--- config.mk ---
export PLATFORM = sky130hd
export DESIGN_NAME = video_test_pattern_pixel_top
export DESIGN_NICKNAME = d
export VERILOG_FILES = /design/src/vtp_pkg.sv /design/src/vtp_coord.sv /design/src/vtp_hash.sv /design/src/vtp_bars.sv /design/src/video_test_pattern_pixel_top.sv
export SDC_FILE = /design/constraint.sdc
export NUM_CORES = 2
export LEC_CHECK = 0
export ABC_AREA = 1
export ABC_CLOCK_PERIOD_IN_PS = 13650
export BUFFER_PORTS_ARGS = -buffer_cell sky130_fd_sc_hd__buf_2
export CORE_ASPECT_RATIO = 1.5
export CORE_UTILIZATION = 70
export DETAILED_ROUTE_END_ITERATION = 12
export PLACE_DENSITY = 0.88
export SLEW_MARGIN = 10
export SYNTH_ARGS = -nofsm -noshare
export SYNTH_HDL_FRONTEND = slang
export SYNTH_HIERARCHICAL = 1
export SYNTH_SLANG_ARGS = --single-unit
--- constraint.sdc ---
create_clock -name clk_i -period 13.65 [get_ports clk_i]
set_input_delay 0.6825 -clock clk_i [delete_from_list [all_inputs] [get_ports clk_i]]
set_output_delay 0.6825 -clock clk_i [all_outputs]
set_load 0.05 [all_outputs]
--- src/vtp_pkg.sv ---
`default_nettype none

package vtp_pkg;

  // pipeline depth: input stage, four work stages, output register
  localparam int NSTG = 6;

  localparam int CFG_IDX_W  = 3;
  localparam int CFG_DATA_W = 12;

  typedef logic [NSTG-1:0] stage_en_t;

  typedef enum logic [CFG_IDX_W-1:0] {
    REG_ACTIVE_WIDTH  = 3'd0,
    REG_ACTIVE_HEIGHT = 3'd1,
    REG_INTERLACED    = 3'd2,
    REG_PROG_BUFFER   = 3'd3,
    REG_NOISE         = 3'd4
  } cfg_reg_e;

  typedef struct packed {
    logic interlaced;
    logic prog_buf;
    logic noise;
  } cfg_flags_t;

  // red in the top byte, blue in the low byte
  typedef struct packed {
    logic [7:0] red;
    logic [7:0] green;
    logic [7:0] blue;
  } pixel_t;

  localparam logic [CFG_DATA_W-1:0] RESET_WIDTH  = 12'd640;
  localparam logic [CFG_DATA_W-1:0] RESET_HEIGHT = 12'd480;

  localparam logic [31:0] HASH_SEED      = 32'h9e3779b9;
  localparam logic [31:0] HASH_MUL_FRAME = 32'h85ebca6b;
  localparam logic [31:0] HASH_MUL_COL   = 32'hc2b2ae35;
  localparam logic [31:0] HASH_MUL_ROW   = 32'h27d4eb2f;
  localparam logic [31:0] HASH_MIX_A     = 32'h7feb352d;
  localparam logic [31:0] HASH_MIX_B     = 32'h846ca68b;

  localparam pixel_t BAR_COLORS [8] = '{
    24'hFFFFFF, 24'hFFFF00, 24'h00FFFF, 24'h00FF00,
    24'hFF00FF, 24'hFF0000, 24'h0000FF, 24'h000000
  };

endpackage

`default_nettype wire

--- src/vtp_coord.sv ---
`default_nettype none

module vtp_coord
  import vtp_pkg::*;
#(
  parameter int COORD_BITS = 12
) (
  input  wire logic                  clk_i,
  input  wire stage_en_t             en_i,
  input  wire cfg_flags_t            flags_i,
  input  wire logic [COORD_BITS-1:0] width_i,
  input  wire logic [COORD_BITS-1:0] col_i,
  input  wire logic [COORD_BITS-1:0] row_i,
  input  wire logic [31:0]           frame_i,
  input  wire logic                  odd_i,
  output logic      [COORD_BITS-1:0] col_o,
  output logic      [COORD_BITS:0]   row_o,
  output logic      [31:0]           frame_o,
  output logic                       odd_o,
  output logic                       sat_o,
  output logic                       q2_o,
  output logic      [COORD_BITS+2:0] rem_o
);

  logic [COORD_BITS-1:0] col_q;
  logic [COORD_BITS:0]   row_d, row_q;
  logic [31:0]           frame_q;
  logic                  odd_q;
  logic                  sat_d, sat_q;
  logic                  q2_d, q2_q;
  logic [COORD_BITS+2:0] rem_d, rem_q;
  logic [COORD_BITS+2:0] col_x8;
  logic [COORD_BITS+2:0] width_x4;

  always_comb begin
    // field buffer: even field sits on odd frame lines
    if (flags_i.interlaced && !flags_i.prog_buf) begin
      row_d = {row_i, ~odd_i};
    end else begin
      row_d = {1'b0, row_i};
    end
    // first quotient bit of col*8/width
    col_x8   = {col_i, 3'b000};
    width_x4 = {1'b0, width_i, 2'b00};
    q2_d     = (col_x8 >= width_x4);
    rem_d    = q2_d ? (col_x8 - width_x4) : col_x8;
    // past the last bar, also covers zero width
    sat_d    = (col_i >= width_i);
  end

  always_ff @(posedge clk_i) begin
    if (en_i[0]) begin
      col_q   <= col_i;
      row_q   <= row_d;
      frame_q <= frame_i;
      odd_q   <= odd_i;
      sat_q   <= sat_d;
      q2_q    <= q2_d;
      rem_q   <= rem_d;
    end
  end

  assign col_o   = col_q;
  assign row_o   = row_q;
  assign frame_o = frame_q;
  assign odd_o   = odd_q;
  assign sat_o   = sat_q;
  assign q2_o    = q2_q;
  assign rem_o   = rem_q;

endmodule

`default_nettype wire

--- src/vtp_hash.sv ---
`default_nettype none

module vtp_hash
  import vtp_pkg::*;
#(
  parameter int COORD_BITS = 12
) (
  input  wire logic                  clk_i,
  input  wire stage_en_t             en_i,
  input  wire logic [COORD_BITS-1:0] col_i,
  input  wire logic [COORD_BITS:0]   row_i,
  input  wire logic [31:0]           frame_i,
  output logic      [31:0]           hash_o
);

  logic [31:0] pf_d, pf_q, pc_d, pc_q, pr_d, pr_q;
  logic [31:0] mix0, h3_d, h3_q;
  logic [31:0] h4_d, h4_q;
  logic [31:0] mix1, h5_d, h5_q;

  always_comb begin
    pf_d = frame_i * HASH_MUL_FRAME;
    pc_d = {{(32-COORD_BITS){1'b0}}, col_i} * HASH_MUL_COL;
    pr_d = {{(31-COORD_BITS){1'b0}}, row_i} * HASH_MUL_ROW;
    mix0 = HASH_SEED ^ pf_q ^ pc_q ^ pr_q;
    h3_d = mix0 ^ (mix0 >> 16);
    h4_d = h3_q * HASH_MIX_A;
    mix1 = h4_q ^ (h4_q >> 15);
    h5_d = mix1 * HASH_MIX_B;
  end

  always_ff @(posedge clk_i) begin
    if (en_i[1]) begin
      pf_q <= pf_d;
      pc_q <= pc_d;
      pr_q <= pr_d;
    end
    if (en_i[2]) begin
      h3_q <= h3_d;
    end
    if (en_i[3]) begin
      h4_q <= h4_d;
    end
    if (en_i[4]) begin
      h5_q <= h5_d;
    end
  end

  assign hash_o = h5_q;

endmodule

`default_nettype wire

--- src/vtp_bars.sv ---
`default_nettype none

module vtp_bars
  import vtp_pkg::*;
#(
  parameter int COORD_BITS = 12
) (
  input  wire logic                  clk_i,
  input  wire stage_en_t             en_i,
  input  wire logic [COORD_BITS-1:0] width_i,
  input  wire logic [COORD_BITS-1:0] height_i,
  input  wire logic [COORD_BITS-1:0] col_i,
  input  wire logic [COORD_BITS:0]   row_i,
  input  wire logic                  frame_lsb_i,
  input  wire logic                  odd_i,
  input  wire logic                  sat_i,
  input  wire logic                  q2_i,
  input  wire logic [COORD_BITS+2:0] rem_i,
  output pixel_t                     pix_o
);

  logic [COORD_BITS-1:0] min_side, side_raw, side;
  logic [COORD_BITS+2:0] width_x2, rem2_d, rem2_q;
  logic                  q1_d, q1_q, q2_q, sat_q;
  logic                  tl_d, tl_q, br_d, br_q;
  logic                  flash_q, odd_q;
  logic                  q0;
  logic [2:0]            idx;
  pixel_t                pix3_d, pix3_q, pix4_q, pix5_q;

  // stage 2: second quotient bit and marker hits
  always_comb begin
    width_x2 = {2'b00, width_i, 1'b0};
    q1_d     = (rem_i >= width_x2);
    rem2_d   = q1_d ? (rem_i - width_x2) : rem_i;
    min_side = (width_i < height_i) ? width_i : height_i;
    side_raw = min_side >> 3;
    side     = (side_raw == '0) ? COORD_BITS'(1) : side_raw;
    tl_d     = (col_i < side) && (row_i < {1'b0, side});
    br_d     = (width_i >= side) && (height_i >= side) &&
               (col_i >= width_i - side) && (row_i >= {1'b0, height_i - side});
  end

  // stage 3: last quotient bit and color pick
  always_comb begin
    q0  = (rem2_q >= {3'b000, width_i});
    idx = sat_q ? 3'd7 : {q2_q, q1_q, q0};
    pix3_d = BAR_COLORS[idx];
    if (tl_q) begin
      pix3_d.blue  = flash_q ? 8'h00 : 8'hFF;
      pix3_d.green = flash_q ? 8'h00 : 8'hFF;
      pix3_d.red   = flash_q ? 8'h00 : 8'hFF;
    end else if (br_q) begin
      pix3_d.blue  = odd_q ? 8'h00 : 8'hFF;
      pix3_d.green = odd_q ? 8'hFF : 8'h00;
      pix3_d.red   = 8'h00;
    end
  end

  always_ff @(posedge clk_i) begin
    if (en_i[1]) begin
      sat_q   <= sat_i;
      q2_q    <= q2_i;
      q1_q    <= q1_d;
      rem2_q  <= rem2_d;
      tl_q    <= tl_d;
      br_q    <= br_d;
      flash_q <= frame_lsb_i;
      odd_q   <= odd_i;
    end
    if (en_i[2]) begin
      pix3_q <= pix3_d;
    end
    // delay to line up with the hash
    if (en_i[3]) begin
      pix4_q <= pix3_q;
    end
    if (en_i[4]) begin
      pix5_q <= pix4_q;
    end
  end

  assign pix_o = pix5_q;

endmodule

`default_nettype wire

--- src/video_test_pattern_pixel_top.sv ---
// each input beat passes the input stage, the work stages and the output register
// one pixel per cycle unless stalled; the two chained 32-bit multiplies of the
// noise hash and the three restoring steps of the bar index each own a stage
// reset: pipeline valid bits clear, registers return to 640x480 progressive bars
// stalls ripple back stage by stage so empty stages keep filling
`default_nettype none

module video_test_pattern_pixel_top
  import vtp_pkg::*;
#(
  parameter int COORD_BITS = 12
) (
  input  wire logic                  clk_i,
  input  wire logic                  rst_ni,
  input  wire logic                  cfg_we_i,
  input  wire logic [CFG_IDX_W-1:0]  cfg_idx_i,
  input  wire logic [CFG_DATA_W-1:0] cfg_data_i,
  input  wire logic                  s_axis_tvalid_i,
  output logic                       s_axis_tready_o,
  // pixel_column, output_row, frame_number[32], field_parity, zero pad
  input  wire logic [((2*COORD_BITS+33+7)/8)*8-1:0] s_axis_tdata_i,
  output logic                       m_axis_tvalid_o,
  input  wire logic                  m_axis_tready_i,
  // blue_byte, green_byte, red_byte
  output logic      [23:0]           m_axis_tdata_o
);

  localparam int RowLo   = COORD_BITS;
  localparam int FrameLo = 2 * COORD_BITS;
  localparam int OddBit  = 2 * COORD_BITS + 32;

  logic [CFG_DATA_W-1:0] width_q, height_q;
  cfg_flags_t            flags_q;
  logic [COORD_BITS-1:0] width_c, height_c;

  stage_en_t en;
  logic [NSTG-1:0] valid_d, valid_q;

  logic [COORD_BITS-1:0] col1;
  logic [COORD_BITS:0]   row1;
  logic [31:0]           frame1;
  logic                  odd1, sat1, q2_1;
  logic [COORD_BITS+2:0] rem1;
  logic [31:0]           hash5, hash_fin;
  pixel_t                bars5, pix_d, pix_q;

  always_ff @(posedge clk_i or negedge rst_ni) begin
    if (!rst_ni) begin
      width_q  <= RESET_WIDTH;
      height_q <= RESET_HEIGHT;
      flags_q  <= '0;
    end else if (cfg_we_i) begin
      case (cfg_reg_e'(cfg_idx_i))
        REG_ACTIVE_WIDTH:  width_q          <= cfg_data_i;
        REG_ACTIVE_HEIGHT: height_q         <= cfg_data_i;
        REG_INTERLACED:    flags_q.interlaced <= cfg_data_i[0];
        REG_PROG_BUFFER:   flags_q.prog_buf <= cfg_data_i[0];
        REG_NOISE:         flags_q.noise    <= cfg_data_i[0];
        default: ;
      endcase
    end
  end

  assign width_c  = COORD_BITS'(width_q);
  assign height_c = COORD_BITS'(height_q);

  // a stage loads when it is empty or the one after it loads
  always_comb begin
    en[NSTG-1] = !valid_q[NSTG-1] || m_axis_tready_i;
    for (int k = NSTG - 2; k >= 0; k--) begin
      en[k] = !valid_q[k] || en[k+1];
    end
    valid_d = valid_q;
    if (en[0]) begin
      valid_d[0] = s_axis_tvalid_i;
    end
    for (int k = 1; k < NSTG; k++) begin
      if (en[k]) begin
        valid_d[k] = valid_q[k-1];
      end
    end
  end

  always_ff @(posedge clk_i or negedge rst_ni) begin
    if (!rst_ni) begin
      valid_q <= '0;
    end else begin
      valid_q <= valid_d;
    end
  end

  vtp_coord #(
    .COORD_BITS(COORD_BITS)
  ) u_coord (
    .clk_i   (clk_i),
    .en_i    (en),
    .flags_i (flags_q),
    .width_i (width_c),
    .col_i   (s_axis_tdata_i[COORD_BITS-1:0]),
    .row_i   (s_axis_tdata_i[RowLo+COORD_BITS-1:RowLo]),
    .frame_i (s_axis_tdata_i[FrameLo+31:FrameLo]),
    .odd_i   (s_axis_tdata_i[OddBit]),
    .col_o   (col1),
    .row_o   (row1),
    .frame_o (frame1),
    .odd_o   (odd1),
    .sat_o   (sat1),
    .q2_o    (q2_1),
    .rem_o   (rem1)
  );

  vtp_hash #(
    .COORD_BITS(COORD_BITS)
  ) u_hash (
    .clk_i   (clk_i),
    .en_i    (en),
    .col_i   (col1),
    .row_i   (row1),
    .frame_i (frame1),
    .hash_o  (hash5)
  );

  vtp_bars #(
    .COORD_BITS(COORD_BITS)
  ) u_bars (
    .clk_i       (clk_i),
    .en_i        (en),
    .width_i     (width_c),
    .height_i    (height_c),
    .col_i       (col1),
    .row_i       (row1),
    .frame_lsb_i (frame1[0]),
    .odd_i       (odd1),
    .sat_i       (sat1),
    .q2_i        (q2_1),
    .rem_i       (rem1),
    .pix_o       (bars5)
  );

  always_comb begin
    hash_fin = hash5 ^ (hash5 >> 16);
    pix_d    = flags_q.noise ? pixel_t'(hash_fin[23:0]) : bars5;
  end

  always_ff @(posedge clk_i) begin
    if (en[NSTG-1]) begin
      pix_q <= pix_d;
    end
  end

  assign s_axis_tready_o = en[0];
  assign m_axis_tvalid_o = valid_q[NSTG-1];
  assign m_axis_tdata_o  = pix_q;

endmodule

`default_nettype wire

Word level (Yosys, flattened, before mapping):

Memories as Yosys holds them, arrays and structs flattened.
Index checks and enable logic that the tools add are counted.

* flip-flop bits (word level): 418
* memory bits (read-only): 192
* input port bits: 84
* output and inout bits: 26
* word-level logic and storage cells: 119
* memories kept: 1

Memory list
* (no name shown): depth 8, bits a word 24, read ports 1, clocked after memory_dff 0, wr ports 0, line vtp_bars.sv:48 `pix3_d = BAR_COLORS[idx];`

* add/sub/neg operators: 4
* multipliers: 5
* order comparisons: 12
* eq/ne operators: 4
* multiplexer cells: 14
* bitwise logic cells: 8
* reductions and logical operators: 25

Operator list (number)
* 2-to-1 mux 24 bit: 5
* multiplier 32 x 32 -> 32 bit, second input constant: 2
* XOR 32 bit: 2
* >= comparator 12 bit: 4
* multiplier 12 x 32 -> 32 bit, second input constant: 1
* multiplier 13 x 30 -> 32 bit, second input constant: 1
* multiplier 32 x 31 -> 32 bit, second input constant: 1
* XOR 32 x 16 -> 32 bit: 1
* XOR 32 x 17 -> 32 bit: 1
* 2-to-1 mux 15 bit: 2
* < comparator 12 bit: 2
* 2-to-1 mux 12 bit: 2
* 2-to-1 mux 8 bit: 3
* subtractor 12 bit: 2
* XOR 24 x 16 -> 24 bit: 1
* NOT 20 bit: 1
* >= comparator 15 x 12 -> 1 bit: 1
* >= comparator 15 x 13 -> 1 bit: 1
* >= comparator 15 x 14 -> 1 bit: 1
* subtractor 15 x 13 -> 15 bit: 1
* subtractor 15 x 14 -> 15 bit: 1
* >= comparator 13 x 12 -> 1 bit: 1
* < comparator 13 x 12 -> 1 bit: 1
* zero test 12 bit: 1
* other kinds (13): 33

Longest topological paths before layout:

* depth in word-level cells: 8
* gate-level depth with buffers: 33
* gate-level depth less buffers: 33

Hierarchy:

The synthesis kept the hierarchy.

By module, submodules not included
* vtp_hash: instances 1, cells each 4438, area an instance 43544.3 µm²
* vtp_bars: instances 1, cells each 549, area an instance 4337.9 µm²
* vtp_coord: instances 1, cells each 332, area an instance 3651.0 µm²
* video_test_pattern_pixel_top: instances 1, cells each 234, area an instance 2514.9 µm²

Least setup slack after synthesis:

Ideal clock, no wire load.

* path kind: flip-flop to flip-flop
* start: register u_coord.frame_q[8], in the netlist u_coord/frame_o[8]
* end: register u_hash.pf_q[31] (data pin)
* setup time: 0.252 ns
* data arrival time: 5.685 ns
* data required time: 13.398 ns
* path slack: 7.713 ns
* cell stages (with the launch flop): 23
* clock period less this slack: 5.937 ns
* cell sequence: edfxtp_1 inv_1 fa_1 inv_1 fa_1 fa_1 inv_1 fa_1 fa_1 inv_1 fa_1 fa_1 fa_1 ha_1 a21oi_1 o21ai_0 nand2_1 nand3_1 o21bai_1 nor2_1 inv_1 nand2_1 nand2_1

* cells in the longest elaborated chain, start to end: 1

Ends and longest elaborated chain
* start, declared: line vtp_coord.sv:27 `logic [31:0] frame_q;`
* start signal, assigned: line vtp_coord.sv:55 `frame_q <= frame_i;`
* multiplier 32 x 32 -> 32 bit: line vtp_hash.sv:22 `pf_d = frame_i * HASH_MUL_FRAME;`
* via u_hash.pf_d[31]: line vtp_hash.sv:16 `logic [31:0] pf_d, pf_q, pc_d, pc_q, pr_d, pr_q;`
* end signal, assigned: line vtp_hash.sv:34 `pf_q <= pf_d;`
* end, declared: line vtp_hash.sv:16

The timed path passes the listed nets, and every way through them passes these cells.
A chain may end at the register's enable or synchronous reset.

Worst setup path in the final report:

* start: register u_hash.h4_q[24]
* end: register u_hash.h5_q[31], in the netlist u_hash/hash_o[31] (data pin)

* cells in the longest elaborated chain, start to end: 2

Ends and longest elaborated chain
* start, declared: line vtp_hash.sv:18 `logic [31:0] h4_d, h4_q;`
* start signal, assigned: line vtp_hash.sv:42 `h4_q <= h4_d;`
* XOR 32 x 17 -> 32 bit: line vtp_hash.sv:28 `mix1 = h4_q ^ (h4_q >> 15);`
* multiplier 32 x 32 -> 32 bit: line vtp_hash.sv:29 `h5_d = mix1 * HASH_MIX_B;`
* via u_hash.h5_d[31]: line vtp_hash.sv:19 `logic [31:0] mix1, h5_d, h5_q;`
* end signal, assigned: line vtp_hash.sv:45 `h5_q <= h5_d;`
* end, declared: line vtp_hash.sv:19

The timed path passes the listed nets, and every way through them passes these cells.

==> out/qor.txt <==
Fin Clk Skew: 36.9 ps
worst slack at placement: 6240 ps
cell count after synthesis: 5553
outcome: finished clean
clk root buf: clkbuf_16
Area growth syn-to-layout: 5.64%
largest net degree at the start of global routing: 86
top flip-flop cell by instance count after synthesis: edfxtp_1
final design instance area without fill: 57100 sq um
buffers from clock root to sink, at most: 3
maximum level of the CTS H-tree: 2
synthesized area divided by synthesized cell count: 9.73 sq um
final period demand of the worst path: 7630 ps
length of the first detailed-routing pass in iterations: 6
remaining antenna violation count after routing: 0
number of buffers created by CTS: 39
setup slack of the critical path after layout: 6020 ps
via count of the first global-routing pass: 42800
setup fix buffers added after clock tree synthesis: 0
data arrival time of the critical path: 7960 ps
endpoint class of the critical path: register
1st-iter DRT viols: 2084
Initial Utilization: 70.8%
number of max-cap violations: 0
number of setup violations in the final report: 0
I/O Buffers: 102
routability cong.: 1.03
leading cell types in the layout, fill and taps excluded: inv_1 (1444), ha_1 (868), fa_1 (795)
Worst Hold Margin: 132 ps
all-layer global routing usage: 37.9%
worst hold-check path type: primary input to asynchronous set/reset pin
count of flip-flops with a built-in enable after synthesis: 320
final cycle utilization of the critical path: 55.9%
launch instance of the worst register-to-register path: u_hash/h4_q[24]
Floorplan Core Area: 76300 sq um
number of hold violations in the final report: 0
Cell Chain, Critical Path: xor2_1, ha_1, ha_1, inv_1, fa_1, inv_1, fa_1, fa_1, fa_1, fa_1, fa_1, ha_1, a21oi_1, o31ai_1, a21oi_1, o21ai_0, nor2_1, inv_1, nand3_1, nand2_1
Async S/R FF share, synth: 9.35%
number of hold buffers added after CTS: 0
relative max-transition margin: 17.5%
area fraction of the dominant cell type after synthesis: 29.4%
slowest cell delay on critical path: 1000 ps
estimated wirelength of the detail-placed design: 121000 um
clock sink count: 353
clock latency at the later pin of the worst-skew pair: 620 ps
total placed instance area: 55700 sq um
Resized cells post-CTS: 0
Data required, critical path: 13970 ps
detailed-route DRC error count: 0
CP Class: register to register
cell at the slowest stage of the critical path: xor2_1
number of nets in the layout: 7425
flip-flop and latch count after synthesis: 353
antenna violations before repair: 2
Die Footprint: 78400 sq um
mean number of vias per cell: 5.75
Die Wd: 229 um
leading cell type in the layout, fill and taps excluded: inv_1
top cell type by total area after synthesis: fa_1
routed length per instance: 21.4 um
I/O pin count: 110
critical path's most frequent cell: fa_1
actual slew at the worst max-slew pin: 1230 ps
total number of placement rows: 124
kind of start point of the critical path: register
post-synthesis instance area: 54000 sq um
leading cell types by total area after synthesis: fa_1 (29%), ha_1 (20%), edfxtp_1 (18%), inv_1 (10%), nand2_1 (5.1%)
achievable clock frequency: 131 MHz
setup tns final: 0 ps
crit-path max FO: 8
global-route wire length before repair: 223000 um
Clk pin slew, worst setup/hold paths: 70 ps
final max-slew violation count: 0
number of distinct library cells after synthesis: 65
clock tree from TritonCTS: done
layout cell share with drive strength beyond 1: 5.48%
Final Routed Wirelength: 144000 um
Chip Height: 342 um
launch point of the critical path: u_hash/h4_q[24]
setup repair after global routing missed its margin: false
routed vias: 38600
portion of the post-synthesis area used by sequential elements: 19.3%
total of warnings raised by yosys: 6
overall overflow remaining after global route: 0
-- cell usage after synthesis (25+ instances only) --
library cell	instances
inv_1	1444
ha_1	868
fa_1	795
nand2_1	733
edfxtp_1	320
a21oi_1	218
nor2_1	189
xor2_1	173
nand3_1	156
xnor2_1	155
o21ai_0	95
nand4_1	44
dfrtp_1	27
o21ai_2	27
nand2_2	25
o21ai_1	25
-- final timing paths --
| path | end | slack, ps | depth (start not counted) |
|---|---|---|---|
| max | u_hash/hash_o[31] | 6020 | 20 |
| min | valid_q[3] | 130 | 1 |
| max reg2reg | u_hash/hash_o[31] | 6020 | 20 |
| min reg2reg | u_bars/pix_o[22] | 430 | 0 |
| max in group asynchronous | height_c[3] | 13000 | 1 |
| min in group clk_i | u_coord/frame_o[16] | 240 | 1 |
-- logic make-up after synthesis --
group	synth area share [%]
AOI/OAI and AO/OA	5.22
xor gates and xnor gates	5.32
adders and majority gates	49.5
buffers and inverters	10.7
DFF	19.3
muxes	0.188
other	0.00694
and+or+nand+nor	9.76
-- flip-flops by register name (all words and copies together) (netlist names), 3 cells and up --
register,count
flags_q,3
u_hash/pr_q,32
valid_q,6
u_coord/frame_o,32
u_hash/h4_q,32
u_hash/pc_q,32
width_c,12
u_coord/rem_o,13
m_axis_tdata_o,24
u_hash/pf_q,32
u_bars/pix_o,3
u_hash/hash_o,32
u_coord/row_o,13
u_bars/rem2_q,15
height_c,12
u_hash/h3_q,32
u_coord/col_o,12
u_bars/pix3_q,3
u_bars/pix4_q,3
-- layout make-up --
class	instances	area [sq um]
Multi-Input combinational cell	3707	37900
Fill cell	5203	19200
Sequential cell	353	10400
Inverter	1457	5470
Tap cell	1008	1260
Clock buffer	47	1070
Timing Repair Buffer	120	646
Clock inverter	23	332
Antenna cell	3	7.51
-- through the flow --
| step | util, % | std cells |
|---|---|---|
| floorplan | - | 5554 |
| global placement | 72.9 | 6645 |
| detailed placement | 72.9 | 6645 |
| CTS | 74.8 | 6715 |
| global route | 74.8 | 6715 |
| finish | 74.8 | 6718 |
-- layer usage --
metal / vias up / GRT usage (%) / wire (um)
li1: 17600 / - / -
met1: 18800 / 36.6 / 46300
met2: 1486 / 69.3 / 74700
met3: 709 / 5.70 / 7100
met4: 4 / 34.2 / 15500
met5: - / 0 / 23
-- worst max-delay path: cells and delay by family, from the launching register on --
kind / cells / cell delay [ps]
AOI/OAI and AO/OA: 4 / 620
adders and majority gates: 9 / 4060
xor gates and xnor gates: 1 / 1000
and+or+nand+nor: 3 / 770
DFF: 1 / 640
buffers and inverters: 3 / 260
Power is not shown: default switching activity piles up to over one toggle a cycle in this logic, so the estimate is an artifact.
